**config.mk**
```make
export PLATFORM = sky130hd
export DESIGN_NAME = amsdu_deaggregator_unit_flat
export DESIGN_NICKNAME = d
export VERILOG_FILES = /design/src/sv/amsdu_dagg_pkg.sv /design/src/sv/amsdu_dagg_if.sv /design/src/sv/amsdu_dagg_parse.sv /design/src/sv/amsdu_dagg_out.sv /design/src/sv/amsdu_deaggregator_unit.sv /design/src/flat_wrapper.sv
export VERILOG_INCLUDE_DIRS = /design/src /design/src/sv
export SDC_FILE = /design/constraint.sdc
export NUM_CORES = 1
export LEC_CHECK = 0
export BUFFER_PORTS_ARGS = -buffer_cell sky130_fd_sc_hd__buf_2
export CAP_MARGIN = 40
export CORE_AREA = 2 2 175 134
export CTS_BUF_LIST = sky130_fd_sc_hd__clkbuf_16
export DETAILED_ROUTE_END_ITERATION = 8
export DIE_AREA = 0 0 177 136
export HOLD_SLACK_MARGIN = 0.02
export PLACE_DENSITY = 0.75
export SLEW_MARGIN = 5
export SYNTH_ARGS = -nofsm -noshare
export SYNTH_HDL_FRONTEND = slang
export SYNTH_SLANG_ARGS = --single-unit
```
**constraint.sdc**
```tcl
create_clock -name clock -period 6.3 [get_ports clock]
set_clock_uncertainty 0.1 [all_clocks]
set_input_delay 0.945 -clock clock [delete_from_list [all_inputs] [get_ports clock]]
set_output_delay 0.945 -clock clock [all_outputs]
set_load 0.03 [all_outputs]
```
**src/sv/amsdu_deaggregator_unit_macros.svh**
```systemverilog
// assertion macros for the a-msdu deaggregator
// used by the top level only; no dependencies
`ifndef AMSDU_DEAGGREGATOR_UNIT_MACROS_SVH
`define AMSDU_DEAGGREGATOR_UNIT_MACROS_SVH

// same-cycle implication
`define AMSDU_ASSERT_NOW(label, clk, rst, ante, cons, msg) \
   label: assert property (@(posedge clk) disable iff (rst) (ante) |-> (cons)) \
      else $error(msg);

// next-cycle implication
`define AMSDU_ASSERT_NEXT(label, clk, rst, ante, cons, msg) \
   label: assert property (@(posedge clk) disable iff (rst) (ante) |=> (cons)) \
      else $error(msg);

`endif

```
**src/sv/amsdu_dagg_pkg.sv**
```systemverilog
// shared types and constants of the a-msdu deaggregator
// no dependencies
package amsdu_dagg_pkg;

   localparam int ADDRESS_BYTES  = 6;
   localparam int ADDR_TOTAL     = 2 * ADDRESS_BYTES;
   localparam int HDR_BYTES      = 14;
   localparam int LLC_SNAP_BYTES = 8;
   localparam int DROP_BYTES     = 6;
   localparam int BODY_START     = HDR_BYTES + DROP_BYTES;
   localparam int ADDR_IDX_W     = $clog2(ADDR_TOTAL);
   localparam int OFFSET_W       = $clog2(BODY_START + 1);
   localparam int CSR_INDEX_W    = 2;

   localparam logic [CSR_INDEX_W-1:0] REG_MAX_SUBFRAME_LENGTH = 2'd0;
   localparam logic [CSR_INDEX_W-1:0] REG_MIN_SUBFRAME_LENGTH = 2'd1;
   localparam logic [CSR_INDEX_W-1:0] REG_MIN_REMAINING_BYTES = 2'd2;

   localparam logic [15:0] RESET_MAX_SUBFRAME_LENGTH = 16'd1508;
   localparam logic [15:0] RESET_MIN_SUBFRAME_LENGTH = 16'd54;
   localparam logic [15:0] RESET_MIN_REMAINING_BYTES = 16'd68;

   localparam logic [1:0] RES_NONE   = 2'd0;
   localparam logic [1:0] RES_SINGLE = 2'd1;
   localparam logic [1:0] RES_BURST  = 2'd2;

   typedef struct packed {
      logic [7:0]  data_byte;
      logic        aggregate_start;
      logic [13:0] total_length;
   } req_type;

   typedef struct packed {
      logic [7:0] frame_byte;
      logic       frame_first;
      logic       frame_last;
      logic       length_error;
      logic       run_last;
   } rsp_type;

   typedef struct packed {
      logic [15:0] max_subframe_length;
      logic [15:0] min_subframe_length;
      logic [15:0] min_remaining_bytes;
   } cfg_type;

   typedef struct packed {
      logic [1:0] kind;
      rsp_type    beat;
   } result_type;

   typedef struct packed {
      logic can_take;
      logic burst_active;
   } out_status_type;

endpackage

```
**src/sv/amsdu_dagg_if.sv**
```systemverilog
// channel interfaces of the a-msdu deaggregator: request, response, csr write
// depends on amsdu_dagg_pkg
interface amsdu_dagg_req_if;
   logic                     valid;
   logic                     ready;
   amsdu_dagg_pkg::req_type  payload;
   modport source (output valid, output payload, input ready);
   modport sink (input valid, input payload, output ready);
endinterface

interface amsdu_dagg_rsp_if;
   logic                     valid;
   logic                     ready;
   amsdu_dagg_pkg::rsp_type  payload;
   modport source (output valid, output payload, input ready);
   modport sink (input valid, input payload, output ready);
endinterface

interface amsdu_dagg_csr_if;
   logic                                    valid;
   logic                                    ready;
   logic [amsdu_dagg_pkg::CSR_INDEX_W-1:0]  index;
   logic [15:0]                             data;
   modport source (output valid, output index, output data, input ready);
   modport sink (input valid, input index, input data, output ready);
endinterface

```
**src/sv/amsdu_dagg_parse.sv**
```systemverilog
// subframe parser: per-byte state machine, address buffer and length checks
// depends on amsdu_dagg_pkg
module amsdu_dagg_parse #(
   parameter int MAX_AGGREGATE_BYTES = 16383
) (
   input  logic                                    clock,
   input  logic                                    reset,
   input  logic                                    fire,
   input  amsdu_dagg_pkg::req_type                 item,
   input  amsdu_dagg_pkg::cfg_type                 cfg,
   input  logic [amsdu_dagg_pkg::ADDR_IDX_W-1:0]   rd_index,
   output logic [7:0]                              rd_byte,
   output amsdu_dagg_pkg::result_type              result
);

   localparam int RW = $clog2(MAX_AGGREGATE_BYTES + 1);
   localparam int CW = 18;
   localparam int OW = amsdu_dagg_pkg::OFFSET_W;

   localparam logic [1:0] PH_IDLE    = 2'd0;
   localparam logic [1:0] PH_HEADER  = 2'd1;
   localparam logic [1:0] PH_BODY    = 2'd2;
   localparam logic [1:0] PH_DISCARD = 2'd3;

   logic [1:0]    phase_ff, phase_in;
   logic [OW-1:0] offset_ff, offset_in;
   logic [15:0]   length_ff, length_in;
   logic [RW-1:0] remain_ff, remain_in;
   logic [1:0]    pad_ff, pad_in;
   logic          wr_en;
   logic [amsdu_dagg_pkg::ADDR_IDX_W-1:0] wr_index;
   logic [7:0]    addr_buf_ff [amsdu_dagg_pkg::ADDR_TOTAL];

   always_comb begin
      logic [RW-1:0] total_clamped;
      logic [RW-1:0] rem0;
      logic [1:0]    phase0;
      logic [OW-1:0] off0;
      logic [15:0]   len0;
      logic [1:0]    pad0;
      logic [RW-1:0] rem_dec;
      logic          last_byte;
      logic [15:0]   len_full;
      logic [15:0]   len_dec;
      logic [CW-1:0] start_rem;
      logic [CW-1:0] sub_len;
      logic          bad_len;

      total_clamped = ({3'b000, item.total_length} > 17'(MAX_AGGREGATE_BYTES))
                    ? RW'(MAX_AGGREGATE_BYTES) : RW'(item.total_length);
      rem0   = item.aggregate_start ? total_clamped : remain_ff;
      phase0 = item.aggregate_start ? ((total_clamped == '0) ? PH_IDLE : PH_HEADER)
                                    : phase_ff;
      off0   = item.aggregate_start ? '0 : offset_ff;
      len0   = item.aggregate_start ? '0 : length_ff;
      pad0   = item.aggregate_start ? '0 : pad_ff;

      wr_index  = off0[amsdu_dagg_pkg::ADDR_IDX_W-1:0];
      rem_dec   = rem0 - RW'(1);
      last_byte = (rem0 == RW'(1));
      len_full  = {len0[15:8], item.data_byte};
      len_dec   = len0 - 16'd1;
      start_rem = CW'(rem0) + CW'(amsdu_dagg_pkg::HDR_BYTES - 1);
      sub_len   = CW'(len_full) + CW'(amsdu_dagg_pkg::HDR_BYTES);
      bad_len   = (len_full > cfg.max_subframe_length)
               || (len_full < cfg.min_subframe_length)
               || (len_full < 16'(amsdu_dagg_pkg::LLC_SNAP_BYTES))
               || (sub_len > start_rem)
               || (start_rem < CW'(cfg.min_remaining_bytes));

      phase_in  = phase0;
      offset_in = off0;
      length_in = len0;
      remain_in = rem0;
      pad_in    = pad0;
      wr_en     = 1'b0;
      result    = '0;

      if (phase0 == PH_IDLE || rem0 == '0) begin
         phase_in = PH_IDLE;
      end else begin
         remain_in = rem_dec;
         unique case (phase0)
            PH_HEADER: begin
               priority if (pad0 != 2'd0) begin
                  pad_in = pad0 - 2'd1;
               end else if (off0 < OW'(amsdu_dagg_pkg::ADDR_TOTAL)) begin
                  wr_en     = 1'b1;
                  offset_in = off0 + OW'(1);
                  if (last_byte) begin
                     result.kind              = amsdu_dagg_pkg::RES_SINGLE;
                     result.beat.length_error = 1'b1;
                     result.beat.run_last     = 1'b1;
                  end
               end else if (off0 == OW'(amsdu_dagg_pkg::ADDR_TOTAL)) begin
                  length_in = {item.data_byte, 8'h00};
                  offset_in = off0 + OW'(1);
                  if (last_byte) begin
                     result.kind              = amsdu_dagg_pkg::RES_SINGLE;
                     result.beat.length_error = 1'b1;
                     result.beat.run_last     = 1'b1;
                  end
               end else begin
                  if (bad_len) begin
                     result.kind              = amsdu_dagg_pkg::RES_SINGLE;
                     result.beat.length_error = 1'b1;
                     result.beat.run_last     = 1'b1;
                     phase_in                 = PH_DISCARD;
                  end else begin
                     result.kind = amsdu_dagg_pkg::RES_BURST;
                     length_in   = len_full - 16'(amsdu_dagg_pkg::DROP_BYTES);
                     offset_in   = OW'(amsdu_dagg_pkg::HDR_BYTES);
                     pad_in      = (start_rem == sub_len) ? 2'd0 : 2'(-sub_len[1:0]);
                     phase_in    = PH_BODY;
                  end
               end
            end
            PH_BODY: begin
               if (off0 < OW'(amsdu_dagg_pkg::BODY_START)) begin
                  offset_in = off0 + OW'(1);
               end else begin
                  length_in              = len_dec;
                  result.kind            = amsdu_dagg_pkg::RES_SINGLE;
                  result.beat.frame_byte = item.data_byte;
                  result.beat.frame_last = (len_dec == 16'd0);
                  result.beat.run_last   = 1'b1;
                  if (len_dec == 16'd0) begin
                     phase_in  = PH_HEADER;
                     offset_in = '0;
                  end
               end
            end
            PH_DISCARD: begin
               phase_in = PH_DISCARD;
            end
            default: begin
               phase_in = PH_IDLE;
            end
         endcase
         if (rem_dec == '0) begin
            phase_in = PH_IDLE;
         end
      end
   end

   always_ff @(posedge clock) begin
      if (reset) begin
         phase_ff  <= PH_IDLE;
         offset_ff <= '0;
         length_ff <= '0;
         remain_ff <= '0;
         pad_ff    <= '0;
      end else if (fire) begin
         phase_ff  <= phase_in;
         offset_ff <= offset_in;
         length_ff <= length_in;
         remain_ff <= remain_in;
         pad_ff    <= pad_in;
      end
   end

   always_ff @(posedge clock) begin
      if (fire && wr_en) begin
         addr_buf_ff[wr_index] <= item.data_byte;
      end
   end

   assign rd_byte = addr_buf_ff[rd_index];

endmodule

```
**src/sv/amsdu_dagg_out.sv**
```systemverilog
// result register with address burst counter feeding the response channel
// depends on amsdu_dagg_pkg and amsdu_dagg_rsp_if
module amsdu_dagg_out (
   input  logic                                    clock,
   input  logic                                    reset,
   input  logic                                    fire,
   input  amsdu_dagg_pkg::result_type              result,
   input  logic [7:0]                              rd_byte,
   output logic [amsdu_dagg_pkg::ADDR_IDX_W-1:0]   rd_index,
   output amsdu_dagg_pkg::out_status_type          status,
   amsdu_dagg_rsp_if.source                        rsp_if
);

   localparam int IW = amsdu_dagg_pkg::ADDR_IDX_W;
   localparam logic [IW-1:0] LAST_IDX = IW'(amsdu_dagg_pkg::ADDR_TOTAL - 1);

   logic                     valid_ff, valid_in;
   amsdu_dagg_pkg::rsp_type  data_ff, data_in;
   logic                     burst_ff, burst_in;
   logic [IW-1:0]            cnt_ff, cnt_in;

   assign status.burst_active = burst_ff;
   assign status.can_take     = !valid_ff || (rsp_if.ready && !burst_ff);
   assign rd_index            = burst_ff ? cnt_ff : '0;

   always_comb begin
      valid_in = valid_ff;
      data_in  = data_ff;
      burst_in = burst_ff;
      cnt_in   = cnt_ff;
      priority if (fire && result.kind != amsdu_dagg_pkg::RES_NONE) begin
         valid_in = 1'b1;
         if (result.kind == amsdu_dagg_pkg::RES_BURST) begin
            data_in             = '0;
            data_in.frame_byte  = rd_byte;
            data_in.frame_first = 1'b1;
            burst_in            = 1'b1;
            cnt_in              = IW'(1);
         end else begin
            data_in = result.beat;
         end
      end else if (valid_ff && rsp_if.ready) begin
         if (burst_ff) begin
            data_in            = '0;
            data_in.frame_byte = rd_byte;
            data_in.run_last   = (cnt_ff == LAST_IDX);
            cnt_in             = cnt_ff + IW'(1);
            if (cnt_ff == LAST_IDX) begin
               burst_in = 1'b0;
            end
         end else begin
            valid_in = 1'b0;
         end
      end
   end

   always_ff @(posedge clock) begin
      if (reset) begin
         valid_ff <= 1'b0;
         burst_ff <= 1'b0;
         cnt_ff   <= '0;
      end else begin
         valid_ff <= valid_in;
         burst_ff <= burst_in;
         cnt_ff   <= cnt_in;
      end
   end

   always_ff @(posedge clock) begin
      data_ff <= data_in;
   end

   assign rsp_if.valid   = valid_ff;
   assign rsp_if.payload = data_ff;

endmodule

```
**src/sv/amsdu_deaggregator_unit.sv**
```systemverilog
// a-msdu deaggregator top level: input register, csr registers, parser, result stage
// depends on amsdu_dagg_pkg, the channel interfaces, amsdu_dagg_parse, amsdu_dagg_out and the assertion macros
//
// usage: req_if carries one aggregate byte per beat, aggregate_start and
// total_length marking the first byte after the signal header. rsp_if gives
// ethernet frame bytes with first/last flags, or one length_error beat per
// bad subframe; run_last marks the last beat caused by one request beat.
// csr_if writes the three length limits; it is always ready.
// path: a request beat is held in the input register, its result in the result register.
// throughput: one byte per cycle while rsp_if is ready; the second length byte of a
// good subframe releases the 12 address bytes from the address buffer one per
// cycle while rsp_if is ready, and holds the input register until the last is taken.
// a stalled rsp_if holds the result register; an empty input register still
// takes one more beat, then req_if.ready drops.
// reset (synchronous) returns the parser to idle and restores default limits.
module amsdu_deaggregator_unit #(
   parameter int MAX_AGGREGATE_BYTES = 16383
) (
   input  logic             clock,
   input  logic             reset,
   amsdu_dagg_req_if.sink   req_if,
   amsdu_dagg_rsp_if.source rsp_if,
   amsdu_dagg_csr_if.sink   csr_if
);

`include "amsdu_deaggregator_unit_macros.svh"

   logic                                          in_valid_ff;
   amsdu_dagg_pkg::req_type                       item_ff;
   amsdu_dagg_pkg::cfg_type                       cfg_ff;
   logic                                          fire;
   amsdu_dagg_pkg::result_type                    result;
   amsdu_dagg_pkg::out_status_type                status;
   logic [amsdu_dagg_pkg::ADDR_IDX_W-1:0]         rd_index;
   logic [7:0]                                    rd_byte;

   assign fire          = in_valid_ff && status.can_take;
   assign req_if.ready  = !in_valid_ff || fire;
   assign csr_if.ready  = 1'b1;

   always_ff @(posedge clock) begin
      if (reset) begin
         in_valid_ff <= 1'b0;
      end else if (req_if.ready) begin
         in_valid_ff <= req_if.valid;
      end
   end

   always_ff @(posedge clock) begin
      if (req_if.valid && req_if.ready) begin
         item_ff <= req_if.payload;
      end
   end

   always_ff @(posedge clock) begin
      if (reset) begin
         cfg_ff.max_subframe_length <= amsdu_dagg_pkg::RESET_MAX_SUBFRAME_LENGTH;
         cfg_ff.min_subframe_length <= amsdu_dagg_pkg::RESET_MIN_SUBFRAME_LENGTH;
         cfg_ff.min_remaining_bytes <= amsdu_dagg_pkg::RESET_MIN_REMAINING_BYTES;
      end else if (csr_if.valid) begin
         unique case (csr_if.index)
            amsdu_dagg_pkg::REG_MAX_SUBFRAME_LENGTH: cfg_ff.max_subframe_length <= csr_if.data;
            amsdu_dagg_pkg::REG_MIN_SUBFRAME_LENGTH: cfg_ff.min_subframe_length <= csr_if.data;
            amsdu_dagg_pkg::REG_MIN_REMAINING_BYTES: cfg_ff.min_remaining_bytes <= csr_if.data;
            default: begin
            end
         endcase
      end
   end

   amsdu_dagg_parse #(
      .MAX_AGGREGATE_BYTES (MAX_AGGREGATE_BYTES)
   ) u_parse (
      .clock    (clock),
      .reset    (reset),
      .fire     (fire),
      .item     (item_ff),
      .cfg      (cfg_ff),
      .rd_index (rd_index),
      .rd_byte  (rd_byte),
      .result   (result)
   );

   amsdu_dagg_out u_out (
      .clock    (clock),
      .reset    (reset),
      .fire     (fire),
      .result   (result),
      .rd_byte  (rd_byte),
      .rd_index (rd_index),
      .status   (status),
      .rsp_if   (rsp_if)
   );

   `AMSDU_ASSERT_NOW(a_burst_has_beat, clock, reset, status.burst_active, rsp_if.valid, "burst without beat")
   `AMSDU_ASSERT_NOW(a_no_fire_in_burst, clock, reset, status.burst_active, !fire, "parser fired during burst")
   `AMSDU_ASSERT_NOW(a_first_not_error, clock, reset, rsp_if.valid, !(rsp_if.payload.frame_first && rsp_if.payload.length_error), "error beat flagged first")
   `AMSDU_ASSERT_NEXT(a_item_held, clock, reset, in_valid_ff && !fire, in_valid_ff, "input item lost")

endmodule

```
**src/flat_wrapper.sv**
```systemverilog
// flat-port wrapper written by rule: the top's interface ports become plain ports
module amsdu_deaggregator_unit_flat 
#(
   parameter int MAX_AGGREGATE_BYTES = 16383
)
  (clock, reset, req_if_valid, req_if_payload, req_if_ready, rsp_if_valid, rsp_if_payload, rsp_if_ready, csr_if_valid, csr_if_index, csr_if_data, csr_if_ready);
  amsdu_dagg_req_if req_if_i ();
  amsdu_dagg_rsp_if rsp_if_i ();
  amsdu_dagg_csr_if csr_if_i ();
  input  logic clock;
  input  logic reset;
  input wire logic [$bits(req_if_i.valid)-1:0] req_if_valid;
  input wire logic [$bits(req_if_i.payload)-1:0] req_if_payload;
  output wire logic [$bits(req_if_i.ready)-1:0] req_if_ready;
  output wire logic [$bits(rsp_if_i.valid)-1:0] rsp_if_valid;
  output wire logic [$bits(rsp_if_i.payload)-1:0] rsp_if_payload;
  input wire logic [$bits(rsp_if_i.ready)-1:0] rsp_if_ready;
  input wire logic [$bits(csr_if_i.valid)-1:0] csr_if_valid;
  input wire logic [$bits(csr_if_i.index)-1:0] csr_if_index;
  input wire logic [$bits(csr_if_i.data)-1:0] csr_if_data;
  output wire logic [$bits(csr_if_i.ready)-1:0] csr_if_ready;
  assign req_if_i.valid = req_if_valid;
  assign req_if_i.payload = req_if_payload;
  assign req_if_ready = req_if_i.ready;
  assign rsp_if_valid = rsp_if_i.valid;
  assign rsp_if_payload = rsp_if_i.payload;
  assign rsp_if_i.ready = rsp_if_ready;
  assign csr_if_i.valid = csr_if_valid;
  assign csr_if_i.index = csr_if_index;
  assign csr_if_i.data = csr_if_data;
  assign csr_if_ready = csr_if_i.ready;
  amsdu_deaggregator_unit #(.MAX_AGGREGATE_BYTES(MAX_AGGREGATE_BYTES)) u_core (.clock(clock), .reset(reset), .req_if(req_if_i), .rsp_if(rsp_if_i), .csr_if(csr_if_i));
endmodule
```
==> metrics, run 1 <==
Util after Layout 0.6571; largest net degree at the start of global routing 69; Post-Route WL 38,960 µm; setup TNS 0 ns; Yosys top cell area share 0.2929; # diodes 0; Worst Path Required 6.47 ns; Reg2Reg Setup Slack 0.80 ns; layout cell share with drive strength beyond 1 0.1136; setup ws final 0.7953 ns; final std cells w/o fill 1,841; type of the most critical hold path reg2reg; FMAX 181.7 MHz; CTS Sinks 225; cells after synthesis 1,484; root buf cell clkbuf_16; Worst path top cell family by delay compound AO/OA/AOI/OAI gates; Synth cell types 85; CTS tree done; count leader, synth nand2_1; final hold violations 0; slew margin rel. 0.3760; hold slack 0.3489 ns; kind of critical path reg2reg; pre-CTS worst setup slack 0.3844 ns; critical path cell sequence buf_4 > mux2i_1 > buf_4 > o21ai_0 > o21ai_0 > o21ai_0 > nand2_1 > nor3_1 > xnor2_1 > inv_1 > ha_1 > and3_1 > a221oi_1 > nor2b_1 > or4_1 > nand2_1 > nor4b_4 > buf_4 > buf_4 > a31o_2 > a21bo_1; Vias 11,839; Hold Crit Depth 2; top cells by count, synth nand2_1, a21oi_1, edfxtp_1; Leak 5.704 nW; Vias per Instance 6.431; Layout Area Growth over Synthesis 10.19%; total track usage 0.3242; DR pass1 iterations 6; CTS-repair resized insts 0; Final min period 5.505 ns; max_cap viols 0; I/O pins 61; first-pass GRT wire length 60,460 µm; crit path launch type flip-flop; row cnt 48; Iter 0 DRT Violations 1,597; RR Startpoint u_core.item_ff[14]; WHS Endpoint u_core.cfg_ff[16]; Yosys reg bits 225; H-tree levels 1; core region area 22,520 µm²; Die H 136 µm; Routed WL per cell 21.16 µm; CP Data Arrival Time 5.68 ns; clock slew at reported path FFs 0.06 ns; clock latency on the worst-skew pair 0.53 ns; async set-reset flop share out of synthesis 0; Placer Congestion 1.053; status complete, no violations; Post-CTS Hold Fix Bufs 0; Syn Nets 1,608; cell mode on critical path buf_4; postcts setup bufs 0; fin nets 1,647; Die Area 24,070 µm²; GR Overflow Total 0; top cells by area, synth edfxtp_1, dfxtp_1, ha_1; fillcell total 1,857; CP Capture Type flip-flop; crit share post-route 0.8738; initial core utilization 0.5963; Worst-Margin Slew 0.9100 ns; IO buf count 59; maximum VDD drop 0.0002740 V; WP buf/inv 5; RSZ-0062 raised after global routing false; Cell Pwr Density 238.7 nW/µm²; hold path start u_core.cfg_ff[16]; Seq/Total Area, Yosys 0.4331; worst r2r dst u_core.u_out.rsp_if.payload[0]; DP Cell Count 1,792; post-place instance area 14,030 µm²; design area 14,800 µm²; CP peak stage delay 0.59 ns; number of buffers created by CTS 24; vias in the first global route 10,645; CP max stage cell edfxtp_1; YS warnings 0; DRC 0; initial antenna violation count 0; number of setup violations in the final report 0; Design Power 3.532 mW; ys flop type edfxtp_1; path depth of the worst reg2reg path 21; Post-DP HPWL 27,190 µm; Post-Syn Area 13,430 µm²; leading area contributor after synthesis edfxtp_1; Max clock buf depth 3; chip width 177 µm; syn avg cell area 9.049 µm²; Final Max Tran Viols 0; CP max FO 48; Routed Antenna Nets 0; EDFF count, synth 131
-- tightest hold or removal path: stages, from the launching register on --
cell	delay, ns
dfxtp_1	0.30
nand2_1	0.05
a21oi_1	0.05
-- worst max path at each step --
stage / startpoint / to / slack, ns / cells after the start
2_1_floorplan: u_core.item_ff[14] / u_core.u_out.rsp_if.payload[0] / 1.41 / 20
3_3_place_gp: u_core.item_ff[14] / u_core.u_parse.length_ff[0] / 0.54 / 20
3_5_place_dp: u_core.item_ff[14] / u_core.u_parse.length_ff[0] / 0.38 / 20
4_1_cts: u_core.item_ff[14] / u_core.u_parse.length_ff[0] / 0.37 / 20
5_1_grt: u_core.item_ff[14] / u_core.u_parse.length_ff[0] / 0.37 / 21
6_report: u_core.item_ff[14] / u_core.u_out.rsp_if.payload[0] / 0.80 / 21
-- cells by family after synthesis --
group | synth area share
other | 0.0002792
buffers and inverters | 0.05497
and+or+nand+nor | 0.1917
adders and majority gates | 0.07267
AOI/OAI and AO/OA | 0.1819
DFF | 0.4331
muxes | 0.03745
xor gates and xnor gates | 0.02804
-- layout make-up --
class / count / area, µm² / area share
Tap cell: 300 / 375.4 / 0.02537
Sequential cell: 225 / 5816 / 0.3930
Multi-Input combinational cell: 1079 / 6889 / 0.4655
Timing Repair Buffer: 103 / 653.1 / 0.04414
Inverter: 90 / 337.8 / 0.02283
Clock buffer: 24 / 600.6 / 0.04059
Clock inverter: 20 / 126.4 / 0.008540
-- state kept, by name, summed over array words and instances, names as in the netlist, 2 cells and up --
signal and count:
u_core.item_ff 23, u_core.u_parse.addr_buf_ff 96, u_core.u_parse.length_ff 16, u_core.u_out.cnt_ff 4, u_core.u_parse.offset_ff 5, u_core.u_parse.remain_ff 14
u_core.u_out.rsp_if.payload 12, u_core.u_parse.phase_ff 2, u_core.cfg_ff 48, u_core.u_parse.pad_ff 2
-- power breakdown --
group	leakage, nW	total, mW	internal [mW]	switching [mW]
clock	0.384	1.33	0.734	0.593
combinational	3.35	0.571	0.214	0.357
sequential	1.97	1.63	1.60	0.0382
total	5.70	3.53	2.54	0.988
-- layer usage --
layer	up-vias	routed length (µm)	GRT usage
met3	67	5022	0.07411
met1	5611	17140	0.5041
met2	708	15940	0.4544
met4	0	858	0.07300
met5	-	0	0
li1	5453	-	-
-- cells in the final DEF, fill, tap and decap left out, types with 6 or more instances in the layout --
cell / Yosys / layout
or3_1: 9 / 9
edfxtp_1: 131 / 131
nor2b_1: 17 / 17
a21o_1: 10 / 10
o21ai_0: 102 / 102
o31ai_1: 6 / 6
o22ai_1: 8 / 8
mux4_2: 7 / 7
and3_1: 9 / 9
xnor2_1: 26 / 26
inv_1: 90 / 98
clkbuf_16: 0 / 24
nand4_1: 15 / 15
buf_2: 8 / 59
nor4_1: 10 / 10
a311oi_1: 11 / 11
a211oi_1: 18 / 18
a21oi_1: 137 / 136
a211o_1: 14 / 14
nand3b_1: 10 / 10
nor3_1: 35 / 34
buf_4: 2 / 42
ha_1: 78 / 78
mux2i_1: 30 / 30
nand2b_1: 18 / 18
and2_1: 19 / 19
a31oi_1: 20 / 20
dfxtp_1: 94 / 94
or4_1: 8 / 8
nor2_1: 98 / 98
a221oi_1: 6 / 6
o211ai_1: 9 / 9
xor2_1: 17 / 17
nand2_1: 202 / 202
nand3_1: 40 / 40
Power figures use the tool's default switching activity.
==> run 2: changes to the inputs <==
--- a/config.mk
+++ b/config.mk
@@ -8,10 +8,10 @@
 export LEC_CHECK = 0
 export BUFFER_PORTS_ARGS = -buffer_cell sky130_fd_sc_hd__buf_2
 export CAP_MARGIN = 40
-export CORE_AREA = 2 2 175 134
+export CORE_AREA = 2 2 136 171
 export CTS_BUF_LIST = sky130_fd_sc_hd__clkbuf_16
 export DETAILED_ROUTE_END_ITERATION = 8
-export DIE_AREA = 0 0 177 136
+export DIE_AREA = 0 0 138 173
 export HOLD_SLACK_MARGIN = 0.02
 export PLACE_DENSITY = 0.75
 export SLEW_MARGIN = 5
==> constraint.sdc (replaced) <==
create_clock -name clock -period 6.3 [get_ports clock]
set_clock_uncertainty 0.1 [all_clocks]
set_input_delay 1.26 -clock clock [delete_from_list [all_inputs] [get_ports clock]]
set_output_delay 1.26 -clock clock [all_outputs]
set_load 0.03 [all_outputs]
==> run 2 against run 1 <==
Routed wire length decreased by 4.8%. Count of clock-buffer cells in the layout decreased by 1. Non-clock buffer count decreased by 12. Power decreased by 2.0%. First-iteration DRC count decreased by 33%. Clock power decreased by 3%. Critical path depth unchanged. Utilization increased by 0.46 points. Worst hold slack improved by 0.0058 ns. Maximum frequency decreased by 0.67%. Sequential cell count unchanged. Largest power group unchanged.
==> metrics, run 2 (synthesis gave the netlist of run 1 again) <==
Final min period 5.542 ns; number of setup violations in the final report 0; row cnt 61; leading cell type in the layout, fill and taps excluded nand2_1; Vias per Instance 6.376; Largest Register u_core.u_parse.addr_buf_ff; design area 14,650 µm²; Util after Layout 0.6617; DRC 0; Top Registers u_core.u_parse.addr_buf_ff: 96 flops, u_core.cfg_ff: 48 flops, u_core.item_ff: 23 flops; crit path launch type flip-flop; IO buf count 59; total track usage 0.3021; fin nets 1,634; status complete, no violations; layout cell share with drive strength beyond 1 0.1055; RSZ-0062 raised after global routing false; CP Data Arrival Time 5.85 ns; type of the most critical hold path reg2reg; vias in the first global route 10,935; largest net degree at the start of global routing 74; initial antenna violation count 0; I/O pins 61; final hold violations 0; Vias 11,535; initial core utilization 0.6067; root buf cell clkbuf_16; number of buffers created by CTS 23; postcts setup bufs 0; post-place instance area 13,940 µm²; Worst-Margin Slew 0.8623 ns; Routed Antenna Nets 0; Iter 0 DRT Violations 1,068; GR Overflow Total 0; Routed WL per cell 20.50 µm; H-tree levels 1; DR pass1 iterations 7; kind of critical path reg2reg; fillcell total 1,840; Worst Path Required 6.60 ns; CP max FO 21; crit share post-route 0.8796; Cell Pwr Density 236.4 nW/µm²; clock latency on the worst-skew pair 0.53 ns; setup TNS 0 ns; # diodes 0; Placer Congestion 1.005; Die Area 23,870 µm²; Final Max Tran Viols 0; CTS Sinks 225; chip width 138 µm; core region area 22,130 µm²; Die H 173 µm; CTS tree done; Max clock buf depth 3; CTS-repair resized insts 0; CP Capture Type flip-flop; Post-DP HPWL 26,240 µm; FMAX 180.5 MHz; Layout Area Growth over Synthesis 9.056%; clock slew at reported path FFs 0.06 ns; max reg flops 96; Post-CTS Hold Fix Bufs 0; slew margin rel. 0.4237; maximum VDD drop 0.0002371 V; Post-Route WL 37,080 µm; first-pass GRT wire length 58,520 µm; max_cap viols 0; most frequent cells in the layout nand2_1, a21oi_1, edfxtp_1; Leak 5.611 nW
-- run 2: cell types whose count changed in the layout (fill, tap and decap cells not counted), sizes merged --
cell	previous run	this run
buf	103	91
clkbuf	24	23
clkinv	9	6
clkinvlp	1	2
-- run 2: final timing paths --
kind,endpoint,start,depth (start not counted),slack [ns]
worst max-delay path,u_core.u_parse.length_ff[0],u_core.item_ff[14],21,0.76
worst max register to register,u_core.u_parse.length_ff[0],u_core.item_ff[14],21,0.76
worst min-delay path,u_core.cfg_ff[10],u_core.cfg_ff[10],2,0.35
worst min register to register,u_core.cfg_ff[10],u_core.cfg_ff[10],2,0.35
-- run 2: area by class of cell --
class	count	area [µm²]	area share
Multi-Input combinational cell	1079	6889	0.4704
Timing Repair Buffer	91	545.5	0.03725
Inverter	90	337.8	0.02307
Tap cell	283	354.1	0.02418
Sequential cell	225	5816	0.3971
Clock inverter	18	127.6	0.008714
Clock buffer	23	575.6	0.03930
-- run 2: worst max-delay path, stage by stage (launching register included) --
cell	delay, ns
edfxtp_1	0.57
buf_4	0.30
mux2i_1	0.22
inv_1	0.17
ha_1	0.20
nor2b_1	0.08
nor3_1	0.31
inv_1	0.12
or3_1	0.41
xor2_1	0.25
inv_1	0.08
ha_1	0.29
a21o_1	0.18
a221oi_1	0.25
nor2b_1	0.07
or4_1	0.42
nand2_1	0.08
nor4b_4	0.18
buf_4	0.32
o21ai_0	0.30
a221oi_1	0.42
nor4_2	0.08
-- run 2: metrics by stage --
step                hold WS [ns]  setup slack, ns  cells  power [mW]
floorplan                 0.3318            1.405   1484       2.034
global placement          0.3434           0.9849   1766       2.177
detailed placement        0.3490           0.8392   1768       2.188
CTS                       0.3583           0.7944   1809       3.473
global route              0.3710           0.2826   1809       3.593
finish                    0.3547           0.7583   1809       3.462
-- run 2: routing by layer --
metal / part of all wire / track usage
met1: 0.37 / 0.3617
met2: 0.50 / 0.5421
met3: 0.072 / 0.03323
met4: 0.053 / 0.1437
met5: 0 / 0
-- run 2: where the power goes --
group	total [mW]	switching [mW]	leakage, nW	internal, mW
Combinational	0.535	0.338	3.29	0.197
Clock	1.29	0.583	0.358	0.711
Sequential	1.63	0.0373	1.97	1.60
